**src/rtl/btlv_pkg.sv**
```systemverilog
`default_nettype none
// ----------------------------------------------------------------------------
// btlv_pkg
// Shared types and constants of the BER tag-length-value element decoder:
// parser phases, result kinds, the per-element state record and the bundle
// of results that one input byte produces.
// ----------------------------------------------------------------------------
package btlv_pkg;

  typedef enum logic [1:0] {
    PH_TAG     = 2'd0,
    PH_LEN     = 2'd1,
    PH_LONGLEN = 2'd2,
    PH_CONTENT = 2'd3
  } phase_t;

  // Result kinds.
  localparam logic [1:0] K_BYTE = 2'd0;
  localparam logic [1:0] K_OID  = 2'd1;
  localparam logic [1:0] K_DONE = 2'd2;
  localparam logic [1:0] K_ERR  = 2'd3;

  // Error causes.
  localparam logic CAUSE_BAD_COUNT = 1'b0;
  localparam logic CAUSE_EARLY_END = 1'b1;

  localparam logic [7:0] OID_TAG      = 8'h06;
  localparam logic [2:0] MAX_LEN_BYTES = 3'd4;

  // Division of a byte by 40: q = (b * 205) >> 13 is exact for b < 256.
  localparam logic [7:0]  OID_FIRST_DIV = 8'd40;
  localparam logic [15:0] DIV40_MUL     = 16'd205;
  localparam int          DIV40_SHIFT   = 13;

  // Slots in one bundle: content byte, two OID parts, done or error.
  localparam int MAX_RESULTS = 4;

  typedef struct packed {
    phase_t      phase;
    logic [7:0]  tag;
    logic [31:0] dlen;
    logic [31:0] remaining;
    logic [2:0]  len_left;
    logic [63:0] acc;
    logic [31:0] oid_acc;
    logic        first;
  } elem_state_t;

  localparam elem_state_t ELEM_CLEAR = '{
    phase:     PH_TAG,
    tag:       8'd0,
    dlen:      32'd0,
    remaining: 32'd0,
    len_left:  3'd0,
    acc:       64'd0,
    oid_acc:   32'd0,
    first:     1'b1
  };

  typedef struct packed {
    logic [1:0]  kind;
    logic [31:0] part;
    logic [3:0]  idx;
    logic        cause;
  } slot_t;

  typedef struct packed {
    logic [2:0]                   n;
    logic [7:0]                   tag;
    logic [31:0]                  clen;
    logic [63:0]                  ival;
    logic [7:0]                   pbyte;
    slot_t [MAX_RESULTS-1:0]      slot;
  } bundle_t;

endpackage
`default_nettype wire

```
**src/rtl/ber_tlv_element_decoder_top.sv**
```systemverilog
`default_nettype none
// ----------------------------------------------------------------------------
// ber_tlv_element_decoder_top
// Byte-serial decoder for flat BER tag-length-value elements with content
// echo, integer gathering and OBJECT IDENTIFIER component decoding.
// ----------------------------------------------------------------------------
//
//   Channel | Handshake           | Payload
//   --------+---------------------+------------------------------------------
//   input   | in_valid, in_stall  | data_byte, end_of_buffer
//   output  | out_valid, out_stall| kind, element_tag, payload_byte, oid_part,
//           |                     | oid_part_index, content_length, int_value,
//           |                     | error_cause, last_of_run
//
// A byte is parsed in the cycle it is accepted and gives zero to four
// results; any that it gives are written as one bundle into a two-entry
// bundle buffer and leave on the output one per cycle while out_stall is
// low. The sustained rate is one byte per cycle while bytes give at most one
// result each and out_stall stays low; otherwise the output port sets it.
// in_stall is high only while both bundle entries are occupied.
// Reset is synchronous and clears the parser state and the bundle buffer.
// ----------------------------------------------------------------------------
module ber_tlv_element_decoder_top #(
  parameter int MAX_OID_PARTS = 16
) (
  input  logic               clk,
  input  logic               rst,
  input  logic               in_valid,
  output logic               in_stall,
  input  logic [7:0]         data_byte,
  input  logic               end_of_buffer,
  output logic               out_valid,
  input  logic               out_stall,
  output logic [1:0]         kind,
  output logic [7:0]         element_tag,
  output logic [7:0]         payload_byte,
  output logic [31:0]        oid_part,
  output logic [3:0]         oid_part_index,
  output logic [31:0]        content_length,
  output logic signed [63:0] int_value,
  output logic               error_cause,
  output logic               last_of_run
);
  import btlv_pkg::*;

  // The OID part counter must be able to hold MAX_OID_PARTS itself.
  localparam int CW = $clog2(MAX_OID_PARTS + 1);

  elem_state_t   st, st_next;
  logic [CW-1:0] parts, parts_next;
  bundle_t       bund;

  bundle_t       bund_q [2];
  logic          wr_ptr, rd_ptr;
  logic [1:0]    fifo_cnt;
  logic [1:0]    slot_ptr;

  logic          in_accept, push, pop, out_take;
  bundle_t       head;
  slot_t         cur;

  btlv_step #(
    .MAX_OID_PARTS(MAX_OID_PARTS),
    .CW           (CW)
  ) u_step (
    .st           (st),
    .parts        (parts),
    .data_byte    (data_byte),
    .end_of_buffer(end_of_buffer),
    .st_next      (st_next),
    .parts_next   (parts_next),
    .bund         (bund)
  );

  // The input side only waits when both bundle entries are still draining.
  assign in_stall  = (fifo_cnt == 2'd2);
  assign in_accept = in_valid && !in_stall;
  // Bytes that produce no result (most tag and length bytes) leave no bundle.
  assign push      = in_accept && (bund.n != 3'd0);

  assign head      = bund_q[rd_ptr];
  assign cur       = head.slot[slot_ptr];
  assign out_valid = (fifo_cnt != 2'd0);
  assign out_take  = out_valid && !out_stall;
  assign pop       = out_take && last_of_run;

  // Parser state advances with every accepted byte.
  always_ff @(posedge clk) begin
    if (rst) begin
      st    <= ELEM_CLEAR;
      parts <= '0;
    end else if (in_accept) begin
      st    <= st_next;
      parts <= parts_next;
    end
  end

  // Bundle buffer: two entries written in turn and drained in order.
  always_ff @(posedge clk) begin
    if (push) begin
      bund_q[wr_ptr] <= bund;
    end
  end

  always_ff @(posedge clk) begin
    if (rst) begin
      wr_ptr   <= 1'b0;
      rd_ptr   <= 1'b0;
      fifo_cnt <= 2'd0;
      slot_ptr <= 2'd0;
    end else begin
      if (push) begin
        wr_ptr <= ~wr_ptr;
      end
      if (pop) begin
        rd_ptr <= ~rd_ptr;
      end
      fifo_cnt <= fifo_cnt + 2'(push) - 2'(pop);
      if (out_take) begin
        slot_ptr <= last_of_run ? 2'd0 : slot_ptr + 2'd1;
      end
    end
  end

  // The result fields shared by a whole bundle come from the bundle header;
  // kind-specific fields come from the current slot.
  assign kind           = cur.kind;
  assign element_tag    = head.tag;
  assign payload_byte   = (cur.kind == K_BYTE) ? head.pbyte : 8'd0;
  assign oid_part       = cur.part;
  assign oid_part_index = cur.idx;
  assign content_length = head.clen;
  assign int_value      = head.ival;
  assign error_cause    = cur.cause;
  assign last_of_run    = ({1'b0, slot_ptr} == head.n - 3'd1);

`ifndef NO_ASSERTIONS
  // A bundle is never left half delivered.
  a_run_continues: assert property (@(posedge clk) disable iff (rst)
    out_valid && !out_stall && !last_of_run |=> out_valid)
    else $error("output run ended before its last result");

  // The slot pointer only moves away from zero inside a pending bundle.
  a_slot_in_bundle: assert property (@(posedge clk) disable iff (rst)
    slot_ptr != 2'd0 |-> out_valid)
    else $error("slot pointer set with no bundle pending");

  // Element completion and errors always close the run of their byte.
  a_terminal_last: assert property (@(posedge clk) disable iff (rst)
    out_valid && (kind == K_DONE || kind == K_ERR) |-> last_of_run)
    else $error("done or error result not last of its run");

  // The bundle buffer holds at most two entries.
  a_fifo_bound: assert property (@(posedge clk) disable iff (rst)
    fifo_cnt != 2'd3)
    else $error("bundle buffer overflow");
`endif

endmodule
`default_nettype wire

```
**src/rtl/btlv_step.sv**
```systemverilog
`default_nettype none
// ----------------------------------------------------------------------------
// btlv_step
// One parser step: from the element state and one byte, the next state and
// the bundle of up to four results that the byte produces.
// ----------------------------------------------------------------------------
module btlv_step #(
  parameter int MAX_OID_PARTS = 16,
  parameter int CW            = 5
) (
  input  btlv_pkg::elem_state_t st,
  input  logic [CW-1:0]         parts,
  input  logic [7:0]            data_byte,
  input  logic                  end_of_buffer,
  output btlv_pkg::elem_state_t st_next,
  output logic [CW-1:0]         parts_next,
  output btlv_pkg::bundle_t     bund
);
  import btlv_pkg::*;

  logic        in_len, in_longlen, in_content;
  logic        short_form, bad_count;
  logic [6:0]  count_field;
  logic [31:0] dlen_shift;
  logic [2:0]  len_left_dec;
  logic        long_done;
  logic [31:0] rem_dec;
  logic        content_done;
  logic [63:0] acc_new;
  logic        is_oid;
  logic [31:0] oid_acc_shift;
  logic [15:0] div_prod;
  logic [7:0]  oid_q, oid_r;
  logic        oid_first, oid_next;
  logic        done, end_err;

  assign in_len     = (st.phase == PH_LEN);
  assign in_longlen = (st.phase == PH_LONGLEN);
  assign in_content = (st.phase == PH_CONTENT);

  assign short_form  = ~data_byte[7];
  assign count_field = data_byte[6:0];
  assign bad_count   = in_len && data_byte[7] &&
                       (count_field == 7'd0 || count_field > 7'(MAX_LEN_BYTES));

  assign dlen_shift   = {st.dlen[23:0], data_byte};
  assign len_left_dec = st.len_left - 3'(st.len_left != 3'd0);
  assign long_done    = (len_left_dec == 3'd0);

  assign rem_dec      = st.remaining - 32'(st.remaining != 32'd0);
  assign content_done = (rem_dec == 32'd0);

  assign acc_new = st.first ? {{56{data_byte[7]}}, data_byte}
                            : {st.acc[55:0], data_byte};

  assign is_oid        = (st.tag == OID_TAG);
  assign oid_acc_shift = {st.oid_acc[24:0], data_byte[6:0]};
  assign div_prod      = {8'd0, data_byte} * DIV40_MUL;
  assign oid_q         = 8'(div_prod >> DIV40_SHIFT);
  assign oid_r         = data_byte - 8'(oid_q * OID_FIRST_DIV);

  assign oid_first = in_content && is_oid && st.first;
  assign oid_next  = in_content && is_oid && !st.first &&
                     (parts < CW'(MAX_OID_PARTS)) && !data_byte[7];

  assign done = (in_len && short_form && data_byte == 8'd0) ||
                (in_longlen && long_done && dlen_shift == 32'd0) ||
                (in_content && content_done);
  assign end_err = !done && end_of_buffer && !bad_count;

  // Next element state.
  always_comb begin
    st_next    = st;
    parts_next = parts;
    unique case (st.phase)
      PH_TAG: begin
        st_next       = ELEM_CLEAR;
        st_next.tag   = data_byte;
        st_next.phase = PH_LEN;
        parts_next    = '0;
      end
      PH_LEN: begin
        if (short_form) begin
          st_next.dlen      = {24'd0, data_byte};
          st_next.remaining = {24'd0, data_byte};
          st_next.phase     = PH_CONTENT;
        end else if (bad_count) begin
          st_next.phase = PH_TAG;
        end else begin
          st_next.dlen     = 32'd0;
          st_next.len_left = count_field[2:0];
          st_next.phase    = PH_LONGLEN;
        end
      end
      PH_LONGLEN: begin
        st_next.dlen     = dlen_shift;
        st_next.len_left = len_left_dec;
        if (long_done) begin
          st_next.remaining = dlen_shift;
          st_next.phase     = PH_CONTENT;
        end
      end
      PH_CONTENT: begin
        st_next.acc = acc_new;
        if (is_oid) begin
          if (st.first) begin
            parts_next = CW'(2);
          end else if (parts < CW'(MAX_OID_PARTS)) begin
            st_next.oid_acc = data_byte[7] ? oid_acc_shift : 32'd0;
            if (!data_byte[7]) begin
              parts_next = parts + CW'(1);
            end
          end
        end
        st_next.first     = 1'b0;
        st_next.remaining = rem_dec;
      end
    endcase
    if (done || end_err) begin
      st_next.phase = PH_TAG;
    end
  end

  // Results of this byte, in order.
  always_comb begin
    logic [2:0] k;
    k          = 3'd0;
    bund       = '0;
    bund.tag   = st_next.tag;
    bund.clen  = st_next.dlen;
    bund.ival  = st_next.acc;
    bund.pbyte = data_byte;
    if (in_content) begin
      bund.slot[k[1:0]].kind = K_BYTE;
      k = k + 3'd1;
    end
    if (oid_first) begin
      bund.slot[k[1:0]].kind = K_OID;
      bund.slot[k[1:0]].part = {24'd0, oid_q};
      bund.slot[k[1:0]].idx  = 4'd0;
      k = k + 3'd1;
      bund.slot[k[1:0]].kind = K_OID;
      bund.slot[k[1:0]].part = {24'd0, oid_r};
      bund.slot[k[1:0]].idx  = 4'd1;
      k = k + 3'd1;
    end else if (oid_next) begin
      bund.slot[k[1:0]].kind = K_OID;
      bund.slot[k[1:0]].part = oid_acc_shift;
      bund.slot[k[1:0]].idx  = 4'(parts);
      k = k + 3'd1;
    end
    if (bad_count) begin
      bund.slot[k[1:0]].kind  = K_ERR;
      bund.slot[k[1:0]].cause = CAUSE_BAD_COUNT;
      k = k + 3'd1;
    end else if (done) begin
      bund.slot[k[1:0]].kind = K_DONE;
      k = k + 3'd1;
    end else if (end_err) begin
      bund.slot[k[1:0]].kind  = K_ERR;
      bund.slot[k[1:0]].cause = CAUSE_EARLY_END;
      k = k + 3'd1;
    end
    bund.n = k;
  end

endmodule
`default_nettype wire

```
**config.mk**
```make
export PLATFORM = sky130hd
export DESIGN_NAME = ber_tlv_element_decoder_top
export DESIGN_NICKNAME = d
export VERILOG_FILES = /design/src/rtl/btlv_pkg.sv /design/src/rtl/ber_tlv_element_decoder_top.sv /design/src/rtl/btlv_step.sv
export SDC_FILE = /design/constraint.sdc
export NUM_CORES = 1
export LEC_CHECK = 0
export BUFFER_PORTS_ARGS = -buffer_cell sky130_fd_sc_hd__buf_2
export CAP_MARGIN = 20
export CORE_ASPECT_RATIO = 0.7
export CORE_UTILIZATION = 55
export DETAILED_ROUTE_END_ITERATION = 8
export HOLD_SLACK_MARGIN = 0.08
export PLACE_DENSITY = 0.84
export RECOVER_POWER = 50
export SYNTH_ARGS = -nofsm -noshare
export SYNTH_HDL_FRONTEND = slang
export SYNTH_HIERARCHICAL = 1
export SYNTH_SLANG_ARGS = --single-unit
```
**constraint.sdc**
```tcl
create_clock -name clk -period 20.2 [get_ports clk]
set_clock_uncertainty 0.05 [all_clocks]
set_input_delay 3.03 -clock clk [delete_from_list [all_inputs] [get_ports clk]]
set_output_delay 3.03 -clock clk [all_outputs]
set_load 0.02 [all_outputs]
```
== Word-level counts from Yosys, hierarchy flattened ==
Memories as Yosys holds them, arrays and structs flattened. A register that Yosys moved wholly into a read port is not among the register bits.
Index checks and enable logic that the tools add are counted.

* $add $sub $neg: 11
* Shift-type cells: 0
* Bitwise operators: 3
* Magnitude comparators: 9
* $mul: 2
* Eq/ne operators: 16
* Divide/modulo/power cells: 0
* Reductions and logical operators: 51
* Mux-type cells: 72

{| class="wikitable"
|+ Operators with widths
! kind !! count
|-
| 156-bit bitwise mux || 11
|-
| 156-bit 2-to-1 mux || 5
|-
| 39-bit demux with 2-bit select || 8
|-
| 32-bit 2-to-1 mux || 8
|-
| 97-bit case mux with 2 select lines || 1
|-
| 39-bit 2-to-1 mux || 4
|-
| 32-bit case mux with 4 select lines || 1
|-
| 32-bit case mux with 3 select lines || 1
|-
| 39-bit binary-select mux with 2-bit select || 1
|-
| 37-bit 2-to-1 mux || 2
|-
| 32-bit zero test || 2
|-
| 64-bit 2-to-1 mux || 1
|-
| 32-bit nonzero test || 1
|-
| 32-bit by 1-bit subtractor with 32-bit output || 1
|-
| 5-bit 2-to-1 mux || 6
|-
| 1-bit logical AND || 21
|-
| 3-bit 2-to-1 mux || 7
|-
| 8-bit by 8-bit multiplier with 16-bit output (second input constant) || 1
|-
| 8-bit 2-to-1 mux || 2
|-
| 2-bit != test (second input constant) || 7
|-
| 2-bit 2-to-1 mux || 5
|-
| 5-bit case mux with 2 select lines || 1
|-
| 5-bit AND reduction || 2
|-
| 2-bit by 3-bit < comparator with 1-bit output (second input constant) || 3
|-
| other kinds (36) || 62
|}

* Memories: 1
* Latch bits: 0
* Bits in registers: 178
* Output and inout bits: 154
* Bits in writable memories: 542
* Memory bits (read-only): 0
* Logic and storage cells: 178

{| class="wikitable"
|+ Memory list
! memory !! words !! width !! rd ports !! clocked after Yosys merged registers in !! wr ports !! line !! RTL
|-
| bund_q || 2 || 271 || 1 || 1 || 1 || ber_tlv_element_decoder_top.sv:53 || <nowiki>bundle_t bund_q [2];</nowiki>
|}

== Longest topological paths before layout ==
* Depth in word-level cells: 17
* Gate-level depth with buffers: 25

== By module ==
Netlist, hierarchy kept.

{| class="wikitable"
|+ Modules (own cells, without submodules)
! module !! sequential area each (µm²) !! cells an instance !! times used !! area an instance (µm²)
|-
| ber_tlv_element_decoder_top || 19,999.2 || 1,644 || 1 || 26,675.6
|-
| btlv_step || 0.0 || 1,201 || 1 || 7,902.6
|}

== Worst setup path after synthesis ==
OpenSTA, ideal clock, no wires.

* Path kind: register -> register
* Start point: register, netlist name st[123]
* End point: memory bund_q[0][0] (netlist name), enable pin
* Arrival time: 16,164 ps
* Library setup time: 909 ps
* Stages on the path, launching flop included: 19
* Clock period less this slack: 17,123 ps
* Buffers on the path: 2
* Slack: 3,077 ps
* Cell sequence: dfxtp_1 > clkbuf_1 > or3_1 > or3_1 > or2_2 > or4_1 > ha_1 > ha_1 > or4b_2 > nor4_2 > o2111ai_1 > or4_4 > o31ai_4 > nor3_4 > nor2b_1 > buf_4 > or3_1 > nand3_1 > nor2_1

{| class="wikitable"
|+ RTL lines
! item !! line
|-
| end, declared || ber_tlv_element_decoder_top.sv:53
|}

==> results.txt <==
Status - complete, but fails checks
Failing checks - max-capacitance violations, max-slew violations
Initial Util - 55.6%
Tot Pwr - 3.36 mW
Final setup TNS - 0 ns
WL final - 77.9 mm
FF-to-FF path depth - 19
Antenna Nets Post-Route - 0
Die Wd - 300 µm
Sequential cell area - 19900 µm²
Final Util - 59.3%
Reg clk slew, reported paths - 0.06 ns
Pwr dens - 92.0 nW/µm²
# hold bufs at CTS - 0
Core area - 61500 µm²
Slew @ Worst Pin - 5.60 ns
Synth Area per Inst - 12.2 µm²
Post-synthesis cell count - 2796
Share of post-route cells with drive strength above 1 - 14.8%
Routability cong. - 0.902
Peak VDD IR - 0.0523 mV
Reg-to-reg endpoint - bund_q[0][7]
Area of the multi-input gates - 12100 µm²
Worst Setup Path Type - flip-flop to output pin
Buffer count from post-CTS setup fixing - 0
Post-CTS resize count - 0
Slew margin rel. - -273%
CP Data Arrival Time - 9.00 ns
HPWL after DPL - 48.1 mm
Hold Path End - st[91]
GRT Resource Usage Total - 24.4%
Leakage power - 12.7 nW
Nets - 2869
Worst reg2reg startpoint - st[122]
Final Hold Fails - 0
CTS tree - done
Total number of vias - 21600
Commonest cells after routing, fill and taps aside - edfxtp_1, nand2_1, a21oi_1, dfxtp_1, mux2_2
Number of max-cap violations - 9
Min-delay worst type - flip-flop to flip-flop
CP Launch Type - flip-flop
FILL cells - 4654
Via density - 5.92
I/O Buffers - 166
Final setup viols - 0
CTS root buf - clkbuf_16
Die ar. - 63300 µm²
Num ports - 167
Initial antenna violation count - 1
Largest net degree at the start of global routing - 130
Hold WS - 0.407 ns
R2r setup slk - 11.49 ns
Drt drc - 0
Chip Height - 211 µm
First-pass GRT wire length - 120 mm
Fin crit share - 59.8%
Synth Cell Area - 34200 µm²
Vias in the first global route - 20900
RSZ-0062 raised after global routing - no
Synth warn - 6
Min Tclk post-route - 12.08 ns
Area Overhead vs Synth - 6.59%
Max Slew Vio Count - 569
WP data required - 17.12 ns
Max Root-Sink Buffers - 3
Min-delay src - st[91]
CTS buffer count - 69
F_max - 82.8 MHz
WHS Path Cells - 2
H-tree lvl count - 3
Initial drt markers - 2687
Critical path fanouts, max - 69
Clock sink total - 721
Commonest non-fill, non-tap cell in the layout - edfxtp_1
Global route overflow - 0
Insertion delay to the later sink of the worst-skew pair - 0.61 ns
Number of cell rows - 76
Pre-antenna DRT Iters - 6
Routed length per placed instance - 21.4 µm
Crit path capture type - output pin
sequential cells by signal (all words and copies together) (netlist names), named ones only:
name and cells:
rd_ptr 1, wr_ptr 1, fifo_cnt 2, slot_ptr 2, bund_q 542, st 167
parts 5
metal layers:
layer / global-route usage [%] / share of wire, %
met5: 0 / 0.015
met2: 37.7 / 47
met1: 35.5 / 43
met3: 5.14 / 8.0
met4: 5.65 / 1.8
final cells by class:
class / count / share of cell area, %
flip-flops and latches: 721 / 54.4
multi-input cells: 1714 / 33.2
clock buffers: 99 / 5.29
well taps: 819 / 2.81
repair buffers: 197 / 2.80
clock inverters: 27 / 0.785
inverters: 64 / 0.658
diodes: 1 / 0.00686
worst max path at each step:
stage,end,cells past startpoint
floorplan,bund_q[0][0],18
global placement,bund_q[0][90],23
detailed placement,bund_q[0][194],14
CTS,bund_q[0][125],19
global route,oid_part[1],6
finish,oid_part[1],6
per-stage QoR:
step	worst slack, ns	std cells	cell area (µm²)
final	8.12	3642	36500
after CTS	11.53	3637	36500
after floorplan	3.08	2894	34600
after global routing	7.27	3641	36500
after global placement	11.38	3510	34300
after detailed placement	11.28	3511	34300
critical path, stage by stage (launching register included):
cell and delay, ns:
dfxtp_4 0.34, clkbuf_1 0.75, clkbuf_1 2.59, clkbuf_1 3.24, mux4_1 0.86, mux2_2 0.34, buf_2 0.17
power by group:
group / leakage (nW) / switching [mW] / internal [mW]
Sequential: 6.61 / 0.0187 / 1.65
Combinational: 4.98 / 0.266 / 0.144
Clock: 1.08 / 0.546 / 0.735
Total: 12.7 / 0.831 / 2.53
Note: power is estimated with default switching activity, not from simulation.
